[config.mk]
export PLATFORM = sky130hd
export DESIGN_NAME = b2b_g_unit
export DESIGN_NICKNAME = d
export VERILOG_FILES = /design/src/rtl/blake2b_hash_engine_macros.svh /design/src/rtl/b2b_pkg.sv /design/src/rtl/b2b_g_unit.sv
export SDC_FILE = /design/constraint.sdc
export NUM_CORES = 1
export LEC_CHECK = 0
export BUFFER_PORTS_ARGS = -buffer_cell sky130_fd_sc_hd__buf_2
export CORE_AREA = 2 2 222 224
export DETAILED_ROUTE_END_ITERATION = 7
export DIE_AREA = 0 0 224 226
export PLACE_DENSITY = 0.47
export SYNTH_ARGS = -nofsm -noshare
export SYNTH_HDL_FRONTEND = slang
export SYNTH_SLANG_ARGS = --single-unit
[constraint.sdc]
create_clock -name vclk -period 10.1
set_input_delay 1.515 -clock vclk [all_inputs]
set_output_delay 1.515 -clock vclk [all_outputs]
set_load 0.01 [all_outputs]
[src/rtl/blake2b_hash_engine_macros.svh]
// Assertion macros shared by the hash engine RTL.
`ifndef BLAKE2B_HASH_ENGINE_MACROS_SVH
`define BLAKE2B_HASH_ENGINE_MACROS_SVH
`ifndef SYNTH
`define B2B_ASSERT(lbl, prop) \
	lbl: assert property (@(posedge clk) disable iff (!arst_n) prop) \
		else $error("hash engine assertion failed");
`define B2B_NEVER(lbl, expr) \
	lbl: assert property (@(posedge clk) disable iff (!arst_n) !(expr)) \
		else $error("hash engine forbidden condition");
`else
`define B2B_ASSERT(lbl, prop)
`define B2B_NEVER(lbl, expr)
`endif
`endif

[src/rtl/b2b_pkg.sv]
// Types and constants of the BLAKE2b hash engine.
`default_nettype none
package b2b_pkg;
	typedef enum logic [2:0] {
		ST_IDLE, ST_RESTART, ST_ABSORB, ST_LOAD, ST_RUN, ST_FOLD, ST_OUT
	} b2b_state_t;

	typedef logic [63:0] b2b_word_t;

	localparam b2b_word_t IV [8] = '{
		64'h6A09E667F3BCC908, 64'hBB67AE8584CAA73B,
		64'h3C6EF372FE94F82B, 64'hA54FF53A5F1D36F1,
		64'h510E527FADE682D1, 64'h9B05688C2B3E6C1F,
		64'h1F83D9ABFB41BD6B, 64'h5BE0CD19137E2179
	};

	localparam logic [6:0] DLEN_RESET = 7'd32;
	localparam logic [6:0] KLEN_RESET = 7'd0;
	localparam logic [0:0] REG_DLEN = 1'b0;
	localparam logic [0:0] REG_KLEN = 1'b1;
	localparam logic [0:0] CMD_ABSORB = 1'b0;
	localparam logic [0:0] CMD_FINISH = 1'b1;

	localparam logic [3:0] SIGMA [10][16] = '{
		'{4'd0, 4'd1, 4'd2, 4'd3, 4'd4, 4'd5, 4'd6, 4'd7,
		  4'd8, 4'd9, 4'd10, 4'd11, 4'd12, 4'd13, 4'd14, 4'd15},
		'{4'd14, 4'd10, 4'd4, 4'd8, 4'd9, 4'd15, 4'd13, 4'd6,
		  4'd1, 4'd12, 4'd0, 4'd2, 4'd11, 4'd7, 4'd5, 4'd3},
		'{4'd11, 4'd8, 4'd12, 4'd0, 4'd5, 4'd2, 4'd15, 4'd13,
		  4'd10, 4'd14, 4'd3, 4'd6, 4'd7, 4'd1, 4'd9, 4'd4},
		'{4'd7, 4'd9, 4'd3, 4'd1, 4'd13, 4'd12, 4'd11, 4'd14,
		  4'd2, 4'd6, 4'd5, 4'd10, 4'd4, 4'd0, 4'd15, 4'd8},
		'{4'd9, 4'd0, 4'd5, 4'd7, 4'd2, 4'd4, 4'd10, 4'd15,
		  4'd14, 4'd1, 4'd11, 4'd12, 4'd6, 4'd8, 4'd3, 4'd13},
		'{4'd2, 4'd12, 4'd6, 4'd10, 4'd0, 4'd11, 4'd8, 4'd3,
		  4'd4, 4'd13, 4'd7, 4'd5, 4'd15, 4'd14, 4'd1, 4'd9},
		'{4'd12, 4'd5, 4'd1, 4'd15, 4'd14, 4'd13, 4'd4, 4'd10,
		  4'd0, 4'd7, 4'd6, 4'd3, 4'd9, 4'd2, 4'd8, 4'd11},
		'{4'd13, 4'd11, 4'd7, 4'd14, 4'd12, 4'd1, 4'd3, 4'd9,
		  4'd5, 4'd0, 4'd15, 4'd4, 4'd8, 4'd6, 4'd2, 4'd10},
		'{4'd6, 4'd15, 4'd14, 4'd9, 4'd11, 4'd3, 4'd0, 4'd8,
		  4'd12, 4'd2, 4'd13, 4'd7, 4'd1, 4'd4, 4'd10, 4'd5},
		'{4'd10, 4'd2, 4'd8, 4'd4, 4'd7, 4'd6, 4'd1, 4'd5,
		  4'd15, 4'd11, 4'd9, 4'd14, 4'd3, 4'd12, 4'd13, 4'd0}
	};

	// Clamped lengths folded into parameter word 0.
	function automatic logic [6:0] eff_dlen(input logic [6:0] raw);
		logic [6:0] r;
		r = raw;
		if (raw == 7'd0) r = 7'd1;
		else if (raw > 7'd64) r = 7'd64;
		return r;
	endfunction

	function automatic logic [6:0] eff_klen(input logic [6:0] raw);
		return (raw > 7'd64) ? 7'd64 : raw;
	endfunction

	function automatic b2b_word_t param_word(input logic [6:0] dl, input logic [6:0] kl);
		return {32'd0, 8'd1, 8'd1, 1'b0, kl, 1'b0, dl};
	endfunction
endpackage
`default_nettype wire

[src/rtl/b2b_g_unit.sv]
// One half of the BLAKE2b mixing function on a column of the work vector.
`default_nettype none
module b2b_g_unit import b2b_pkg::*; (
	input  wire b2b_word_t a_in,
	input  wire b2b_word_t b_in,
	input  wire b2b_word_t c_in,
	input  wire b2b_word_t d_in,
	input  wire b2b_word_t m_in,
	input  wire logic      second,
	output b2b_word_t      a_out,
	output b2b_word_t      b_out,
	output b2b_word_t      c_out,
	output b2b_word_t      d_out
);
	b2b_word_t dx, bx;

	always_comb begin
		a_out = a_in + b_in + m_in;
		dx = d_in ^ a_out;
		// The first half rotates by 32 and 24, the second by 16 and 63.
		d_out = second ? {dx[15:0], dx[63:16]} : {dx[31:0], dx[63:32]};
		c_out = c_in + d_out;
		bx = b_in ^ c_out;
		b_out = second ? {bx[62:0], bx[63]} : {bx[23:0], bx[63:24]};
	end
endmodule
`default_nettype wire

======== Word level (Yosys, flattened, before mapping) ========
Cells that the tools add are included.
W data, S select, Z words.
operators by class
  add/sub/neg operators ................... 3
  muxes and demuxes ....................... 2
  bitwise logic cells ..................... 2
operator list
  operator          number
  $add A64 B64 Y64  3
  $mux W64          2
  $xor A64 B64 Y64  2
storage, ports and cells
  flip-flop bits (word level) ............. 0
  output and inout port bits .............. 256

======== Logic depth before layout (Yosys ltp) ========
Gate-level depths: netlist of run 1.
  depth after elaboration ................. 7
  depth in mapped cells ................... 30
  depth with buffers taken out ............ 29

======== Worst setup path before layout of run 1 ========
No wires, ideal clock.
  kind .................................... in2out
  start ................................... in a_in[1]
  end ..................................... out b_out[11]
  arrival ................................. 7.515 ns
  data required time ...................... 8.585 ns
  slack ................................... 1.070 ns
  cell stages on the path ................. 30
  cells stage by stage .................... inv_1 -> fa_1 -> inv_1 -> ha_1 -> inv_1 -> fa_1 -> nand2b_1 -> a21oi_1 -> a41oi_1 -> a31oi_1 -> o21ai_1 -> a21o_1 -> nand2_1 -> nor2_1 -> o21ai_0 -> xnor3_1 -> mux2i_1 -> ha_1 -> clkbuf_1 -> a21oi_1 -> nand2_1 -> a2111oi_0 -> o21bai_1 -> o21bai_2 -> a211oi_1 -> o21a_1 -> o21ai_1 -> xor2_1 -> xnor2_1 -> a21oi_1
on the way
  cells in the longest elaborated chain, start to end .. 7
ends and longest elaborated chain
  what                            line              source
  from (decl)                     b2b_g_unit.sv:4   input wire b2b_word_t a_in,
  $add A64 B64 Y64 (2 in series)  b2b_g_unit.sv:18  a_out = a_in + b_in + m_in;
  $xor A64 B64 Y64                b2b_g_unit.sv:19  dx = d_in ^ a_out;
  $mux W64                        b2b_g_unit.sv:21  d_out = second ? {dx[15:0], dx[63:16]} : {dx[31:0], dx[63:32]};
  net d_out[21]                   b2b_g_unit.sv:13  output b2b_word_t d_out
  $add A64 B64 Y64                b2b_g_unit.sv:22  c_out = c_in + d_out;
  net c_out[35]                   b2b_g_unit.sv:12  output b2b_word_t c_out,
  $xor A64 B64 Y64                b2b_g_unit.sv:23  bx = b_in ^ c_out;
  $mux W64                        b2b_g_unit.sv:24  b_out = second ? {bx[62:0], bx[63]} : {bx[23:0], bx[63:24]};
  to (decl)                       b2b_g_unit.sv:11  output b2b_word_t b_out,
The timed path passes the listed nets, and every way through them passes these cells.

======== Final worst setup path of run 1 ========
  start ................................... in a_in[6]
  end ..................................... out b_out[38]
on the way
  cells in the longest elaborated chain, start to end .. 7
ends and longest elaborated chain
  what                            line
  $add A64 B64 Y64 (2 in series)  b2b_g_unit.sv:18
  $xor A64 B64 Y64                b2b_g_unit.sv:19
  $mux W64                        b2b_g_unit.sv:21
  $add A64 B64 Y64                b2b_g_unit.sv:22
  $xor A64 B64 Y64                b2b_g_unit.sv:23
  $mux W64                        b2b_g_unit.sv:24
Every way passes these cells.

==> results.sh, run 1 <==
export IMPL_status="finished, final reports clean"
export IMPL_route_vias_total=15900
export IMPL_syn_area_per_cell_sq_um=7.37
export IMPL_cp_slowest_cell="fa_1"
export IMPL_critPathRequiredTime_ps=8590
export IMPL_synthCells=1554
export IMPL_synth_area_sq_mm=0.0115
export IMPL_p_int_mw=3.19
export IMPL_grt_overflow=0
export IMPL_holdPathEnd="b_out[52]"
export IMPL_area_growth_pct=61.8
export IMPL_crit_arrival_ps=8430
export IMPL_ant_nets=0
export IMPL_criticalPathCategory="in2out"
export IMPL_regArea_sq_um=0
export IMPL_clkPwrFrac_pct=0
export IMPL_io_pins=577
export IMPL_vias_per_cell=5.14
export IMPL_whs_ps=3530
export IMPL_final_nets=2984
export IMPL_core_sq_mm=0.0483
export IMPL_tns_ps=0
export IMPL_rsz0062_at_grt="true"
export IMPL_hold_start="b_in[51]"
export IMPL_grt_antenna_before_repair=11
export IMPL_yosysTopAreaCell="ha_1"
export IMPL_yosysTopAreaCellShare_pct=13.6
export IMPL_hold_viol_final=0
export IMPL_route_detailed_drc=0
export IMPL_start_util_pct=23.7
export IMPL_synth_most_common_cell="a21oi_1"
export IMPL_grt_pass1_wl_um=117000
export IMPL_period_minus_slack_ps=9950
export IMPL_crit_path_end_kind="output pin"
export IMPL_final_cells=3097
export IMPL_dieArea_sq_mm=0.0506
export IMPL_wire_per_inst_um=27.6
export IMPL_hp_class="in2out"
export IMPL_power_density_mw_per_mm2=403
export IMPL_grt_pass1_vias=16300
export IMPL_fp_dieH_um=226
export IMPL_synthTopCellsByArea="ha_1, xnor2_1, fa_1"
export IMPL_rows=81
export IMPL_firstDrtPassIters=7
export IMPL_min_period_over_period_pct=98.5
export IMPL_dp_hpwl_um=78300
export IMPL_switchingPower_mw=4.28
export IMPL_power_leakage_nw=9.30
export IMPL_p_seq_share_pct=0
export IMPL_drt_wl_total_um=85600
export IMPL_drt_iter0_markers=1027
export IMPL_nFlopsAndLatches=0
export IMPL_place_congestion=0.997
export IMPL_cp_max_fo=4
export IMPL_max_slew_worst_pin_slew_ps=993
export IMPL_design_power_total_mw=7.47
export IMPL_fmax_mhz=101
export IMPL_port_buffers=577
export IMPL_n_clock_buffer=0
export IMPL_yosysWarnings=0
export IMPL_grt_max_degree=78
export IMPL_slowest_delay_ps=510
export IMPL_p_sw_share_pct=57.3
export IMPL_drive_gt1_share_pct=45.1
export IMPL_ys_types=83
export IMPL_setup_violations=0
export IMPL_seq_area_frac_synth_pct=0
export IMPL_startpoint_type="input pin"
export IMPL_path_common_cell="buf_4"
export IMPL_netlist_top_cells_count="a21oi_1, xnor2_1, nor2_1"
export IMPL_die_w_um=224
export IMPL_syn_nets=2065
export IMPL_dp_cells=3073
export IMPL_cap_violations=0
export IMPL_min_path_cells=4
export IMPL_power_frac_comb_pct=100.0
export IMPL_drv_slew=0
export IMPL_peakVddDrop_v=0.000257
export IMPL_hold_buffers=0
export IMPL_slew_headroom_pct=33.8
export IMPL_grtUsageTotal_pct=32.4
cell usage in the layout, fill, tap and decap left out, drive strengths merged, types with 20 or more instances in the layout:
cell / count
a211oi: 20
a21o: 75
a21oi: 208
buf: 992
fa: 65
ha: 125
inv: 46
mux2i: 45
nand2: 112
nand3: 24
nand4: 31
nor2: 153
o21ai: 85
o21bai: 33
xnor2: 158
xor2: 95
power groups by stage:
stage          Sequential [mW]    Clock (mW)  Combinational [mW]
6_report                     0  0.0000000534                7.47
5_1_grt                      0  0.0000000400                7.87
4_1_cts                      0             0                7.25
3_5_place_dp                 0             0                7.06
3_3_place_gp                 0             0                7.12
2_1_floorplan                0             0                3.05
critical path: cells and delay by family:
family	cells	cell delay (ps)
AOI/OAI and AO/OA	11	2060
buffers and inverters	11	1840
adders and majority gates	3	1220
and+or+nand+nor	6	1000
xor gates and xnor gates	3	550
muxes	1	220
cells by family after synthesis:
kind of cell	synth area share, %
compound gates	29.2
xor+xnor	20.5
fa+ha+maj	25.0
buf+inv	4.18
mux	4.32
simple gates	16.8
per-layer routing:
metal,GRT usage (%),up-vias,wire length [um]
met5,0,-,8
met4,15.7,2,5370
met3,3.19,137,4480
met2,56.6,740,40200
met1,39.8,7605,35500
li1,-,7434,-
worst max path at each step:
stage            start         to  slack, ps  cells past startpoint
3_3_place_gp   a_in[1]  b_out[31]       -840                     34
4_1_cts        m_in[1]  b_out[39]        -20                     34
2_1_floorplan  a_in[1]  b_out[11]       1070                     30
3_5_place_dp   a_in[1]  b_out[39]       -810                     34
5_1_grt        a_in[2]  b_out[38]        -90                     33
6_report       a_in[6]  b_out[38]        150                     35
through the flow:
step	setup WS, ps	utilization [%]	instance area (sq um)
after detailed placement	-807	36.8	17800
after CTS	-20.7	37.5	18100
after floorplan	1070	-	11500
after global routing	-87.2	38.4	18500
after global placement	-843	36.8	17800
final	155	38.4	18500
final cells by class:
class | count | area [sq um]
fill | 5274 | 29800
multi-input combinational | 1432 | 11600
timing repair buffer | 992 | 6010
tap | 622 | 778
inverter | 47 | 178
antenna | 4 | 10.0
what timing repair did:
item	CTS	global route
hold endpoints to repair	0	0
setup buffers	10	10
pin swaps	11	32
gates resized for setup	45	63
setup endpoints to repair	94	77
(Power assumes the default switching activity.)
==> run 2, diff against run 1 <==
--- a/config.mk
+++ b/config.mk
@@ -7,7 +7,7 @@
 export LEC_CHECK = 0
 export BUFFER_PORTS_ARGS = -buffer_cell sky130_fd_sc_hd__buf_2
-export CORE_AREA = 2 2 222 224
+export CORE_AREA = 2 2 224 226
 export DETAILED_ROUTE_END_ITERATION = 7
-export DIE_AREA = 0 0 224 226
+export DIE_AREA = 0 0 226 228
 export PLACE_DENSITY = 0.47
 export SYNTH_ARGS = -nofsm -noshare
==> constraint.sdc (replaced) <==
create_clock -name vclk -period 10.1
set_input_delay 2.02 -clock vclk [all_inputs]
set_output_delay 2.02 -clock vclk [all_outputs]
set_load 0.01 [all_outputs]
==> results.sh, run 2 (synthesis gave the netlist of run 1 again) <==
export IMPL_grt_pass1_wl_um=126000
export IMPL_drt_wl_total_um=90400
export IMPL_final_cell_mix="buf_4, buf_2, a21oi_1"
export IMPL_crit_buf_inv=27
export IMPL_grtUsageTotal_pct=33.6
export IMPL_firstDrtPassIters=8
export IMPL_area_growth_pct=109
export IMPL_slowest_delay_ps=510
export IMPL_ant_nets=0
export IMPL_layout_setup_ws_ps=-386
export IMPL_wl_met3_um=5190
export IMPL_status="complete, but fails checks"
export IMPL_setup_violations=76
export IMPL_multi_input_area_sq_mm=0.0133
export IMPL_period_minus_slack_ps=10490
export IMPL_power_leakage_nw=11.9
export IMPL_grt_antenna_before_repair=11
export IMPL_min_period_over_period_pct=104
export IMPL_final_cells=3596
export IMPL_criticalPathCategory="in2out"
export IMPL_critPathRequiredTime_ps=8080
export IMPL_hold_start="c_in[0]"
export IMPL_wire_per_inst_um=25.1
export IMPL_cp_max_fo=3
export IMPL_drive_gt1_share_pct=60.4
export IMPL_hp_class="in2out"
export IMPL_dp_hpwl_um=80000
export IMPL_slew_headroom_pct=36.7
export IMPL_tns_ps=-14760
export IMPL_grt_overflow=0
export IMPL_start_util_pct=23.2
export IMPL_drt_iter0_markers=987
export IMPL_hold_viol_final=0
export IMPL_failed_checks="negative setup slack"
export IMPL_nFlopsAndLatches=0
export IMPL_max_slew_worst_pin_slew_ps=949
export IMPL_core_sq_mm=0.0493
export IMPL_drv_slew=0
export IMPL_path_common_cell="buf_4"
export IMPL_regArea_sq_um=0
export IMPL_route_vias_total=17800
export IMPL_postLayoutCellArea_sq_mm=0.0240
export IMPL_holdPathEnd="c_out[0]"
export IMPL_post_dp_cell_area_sq_mm=0.0205
export IMPL_grt_pass1_vias=18600
export IMPL_dp_cells=3480
export IMPL_place_congestion=1.01
export IMPL_rows=82
export IMPL_mostFrequentLayoutCell="buf_4"
export IMPL_min_path_cells=3
export IMPL_port_buffers=577
export IMPL_utilization_pct=48.6
export IMPL_rsz0062_at_grt="true"
export IMPL_route_detailed_drc=0
export IMPL_fill_cells=4987
export IMPL_die_w_um=226
export IMPL_dr_wl_met2_um=41800
export IMPL_dieArea_sq_mm=0.0515
export IMPL_top_layer="met5"
export IMPL_final_nets=3430
export IMPL_startpoint_type="input pin"
export IMPL_fmax_mhz=95.4
export IMPL_crit_path_end_kind="output pin"
export IMPL_vias_per_cell=4.96
export IMPL_grt_max_degree=71
export IMPL_critical_path_top_delay_family="buffers and inverters"
export IMPL_peakVddDrop_v=0.000270
export IMPL_cp_slowest_cell="fa_1"
export IMPL_routedLengthMet1_um=36800
export IMPL_fp_dieH_um=228
export IMPL_crit_arrival_ps=8470
export IMPL_n_clock_buffer=0
export IMPL_cap_violations=0
export IMPL_power_density_mw_per_mm2=391
export IMPL_io_pins=577
export IMPL_whs_ps=4440
==> run 2: changes by cell type in the layout (fill, tap and decap cells not counted), sizes merged <==
cell,previous run,this run
buf,992,1438
diode,4,7
==> run 2: worst max path at each step <==
stage	start	endpoint	slack (ps)	cells after the start
global route	b_in[6]	b_out[34]	-620	29
floorplan	a_in[1]	b_out[11]	60	30
finish	a_in[3]	d_out[36]	-390	40
CTS	m_in[27]	b_out[35]	-350	30
global placement	m_in[1]	b_out[53]	-1390	35
detailed placement	m_in[1]	b_out[53]	-1430	35
==> run 2: area by class of cell <==
class	instances	area share, %
multi-input cells	1432	55.7
repair buffers	1438	40.0
well taps	672	3.51
inverters	47	0.741
diodes	7	0.0731
==> run 2: power breakdown <==
| part | switching, mW | leakage (nW) | internal, mW |
|---|---|---|---|
| registers | 0 | 0 | 0 |
| clock network | 0 | 0.0000444 | 0.0000000933 |
| logic | 4.85 | 11.9 | 4.52 |
| total | 4.85 | 11.9 | 4.52 |
==> run 2: metrics by stage <==
step           total power [mW]  setup WS, ps
2_1_floorplan              3.05          59.9
3_3_place_gp               7.84         -1390
3_5_place_dp               7.80         -1430
4_1_cts                    8.89          -345
5_1_grt                    9.83          -624
6_report                   9.37          -386
==> run 2: tightest hold or removal path: stages <==
cell	delay, ps
buf_2	120
ha_4	150
buf_2	120
==> run 2: routing by layer <==
layer,up-vias,global-route usage [%]
li1,8320,-
met1,8562,40.5
met2,765,56.7
met3,181,4.70
met4,2,19.6
met5,-,0
==> run 2: repair_timing <==
item	CTS	global route
buffers inserted	101	27
setup endpoints to repair	114	104
pin swaps	167	105
resized for setup	343	119
hold buffers	0	0
==> run 3, diff against run 2 <==
Settings changed: CAP_MARGIN set to 10.
Clock period 10.1 ns to 10.7 ns, I/O delays scaled along.
==> results.sh, run 3 (synthesis gave the netlist of run 1 again) <==
export IMPL_status="complete, but fails checks"
export IMPL_failed_checks="negative setup slack"
export IMPL_power_leakage_nw=11.2
export IMPL_grt_pass1_vias=17500
export IMPL_port_buffers=577
export IMPL_regArea_sq_um=0
export IMPL_io_pins=577
export IMPL_tns_ps=-787
export IMPL_drt_wl_total_um=88500
export IMPL_grt_antenna_before_repair=10
export IMPL_route_detailed_drc=0
export IMPL_n_clock_buffer=0
export IMPL_final_cell_mix="buf_4, buf_2, a21oi_1"
export IMPL_power_density_mw_per_mm2=375
export IMPL_hold_viol_final=0
export IMPL_drv_slew=0
export IMPL_dieArea_sq_mm=0.0515
export IMPL_slowest_delay_ps=540
export IMPL_path_common_cell="buf_4"
export IMPL_cap_violations=0
export IMPL_vias_per_cell=4.97
export IMPL_fp_dieH_um=228
export IMPL_grt_pass1_wl_um=121000
export IMPL_cp_slowest_cell="fa_1"
export IMPL_rows=82
export IMPL_slew_headroom_pct=31.1
export IMPL_critPathLaunch="b_in[1]"
export IMPL_drt_iter0_markers=1085
export IMPL_route_vias_total=17300
export IMPL_whs_ps=4700
export IMPL_period_minus_slack_ps=10800
export IMPL_drive_gt1_share_pct=56.8
export IMPL_hp_class="in2out"
export IMPL_peakVddDrop_v=0.000204
export IMPL_die_w_um=226
export IMPL_start_util_pct=23.2
export IMPL_cp_max_fo=3
export IMPL_grtUsageTotal_pct=32.5
export IMPL_max_slew_worst_pin_slew_ps=1030
export IMPL_critPathRequiredTime_ps=8560
export IMPL_mostFrequentLayoutCell="buf_4"
export IMPL_startpoint_type="input pin"
export IMPL_final_cells=3470
export IMPL_firstDrtPassIters=5
export IMPL_layout_setup_ws_ps=-99.9
export IMPL_dp_cells=3388
export IMPL_fill_cells=5098
export IMPL_min_period_over_period_pct=101
export IMPL_criticalPathCategory="in2out"
export IMPL_ant_nets=0
export IMPL_holdPathEnd="c_out[0]"
export IMPL_core_sq_mm=0.0493
export IMPL_dp_hpwl_um=79300
export IMPL_final_nets=3307
export IMPL_setup_violations=18
export IMPL_hold_start="c_in[0]"
export IMPL_pre_cts_ws_ps=-966
export IMPL_hold_buffers=0
export IMPL_crit_arrival_ps=8660
export IMPL_grt_max_degree=75
export IMPL_nFlopsAndLatches=0
export IMPL_min_path_cells=3
export IMPL_place_congestion=1.01
export IMPL_area_growth_pct=96.5
export IMPL_wire_per_inst_um=25.5
export IMPL_rsz0062_at_grt="true"
export IMPL_fmax_mhz=92.6
export IMPL_grt_overflow=0
export IMPL_utilization_pct=45.6
export IMPL_crit_path_end_kind="output pin"
run 3: final cells by class:
type | instances | area [sq um] | area share (%)
inverter | 47 | 180 | 0.800
tap | 672 | 841 | 3.73
antenna | 4 | 10.0 | 0.0444
timing repair buffer | 1315 | 8670 | 38.5
multi-input combinational | 1432 | 12800 | 56.9
run 3: stage by stage:
step | area, sq um | total power, mW
5_1_grt | 22500 | 8.87
4_1_cts | 20900 | 7.64
6_report | 22500 | 8.45
3_3_place_gp | 19800 | 7.26
3_5_place_dp | 19800 | 7.22
2_1_floorplan | 11500 | 2.87
run 3: what timing repair did:
action,4_1_cts,5_1_grt
setup buffers,33,61
resized for setup,143,234
pin swaps,76,132
setup endpoints to repair,107,86
run 3: worst max path at each step:
stage,to,slack (ps),cells past startpoint
6_report,b_out[35],-100,35
3_5_place_dp,b_out[53],-970,36
2_1_floorplan,b_out[11],420,30
5_1_grt,b_out[37],-340,36
4_1_cts,b_out[35],-140,31
3_3_place_gp,b_out[53],-1010,36
run 3: per-layer routing:
metal  vias up  wire length (um)  global-route usage [%]
li1       8061                 -                       -
met1      8333             36300                    39.9
met2       725             42500                    56.7
met3       132              5010                    3.46
met4         2              4770                    14.3
met5         -                13                       0
run 3: power by group:
part	leakage [nW]	internal, mW	switching [mW]
logic	11.2	4.03	4.42
clock network	0.0000254	0.0000000503	0
registers	0	0	0
total	11.2	4.03	4.42
run 3: worst max-delay path, delay by kind of cell:
family	cells	cell delay [ps]
AND/OR/NAND/NOR	4	1030
buffers and inverters	10	1230
adder cells (fa/ha/maj)	3	970
XOR/XNOR	4	750
multiplexers	1	70
AO/OA/AOI/OAI	13	2410
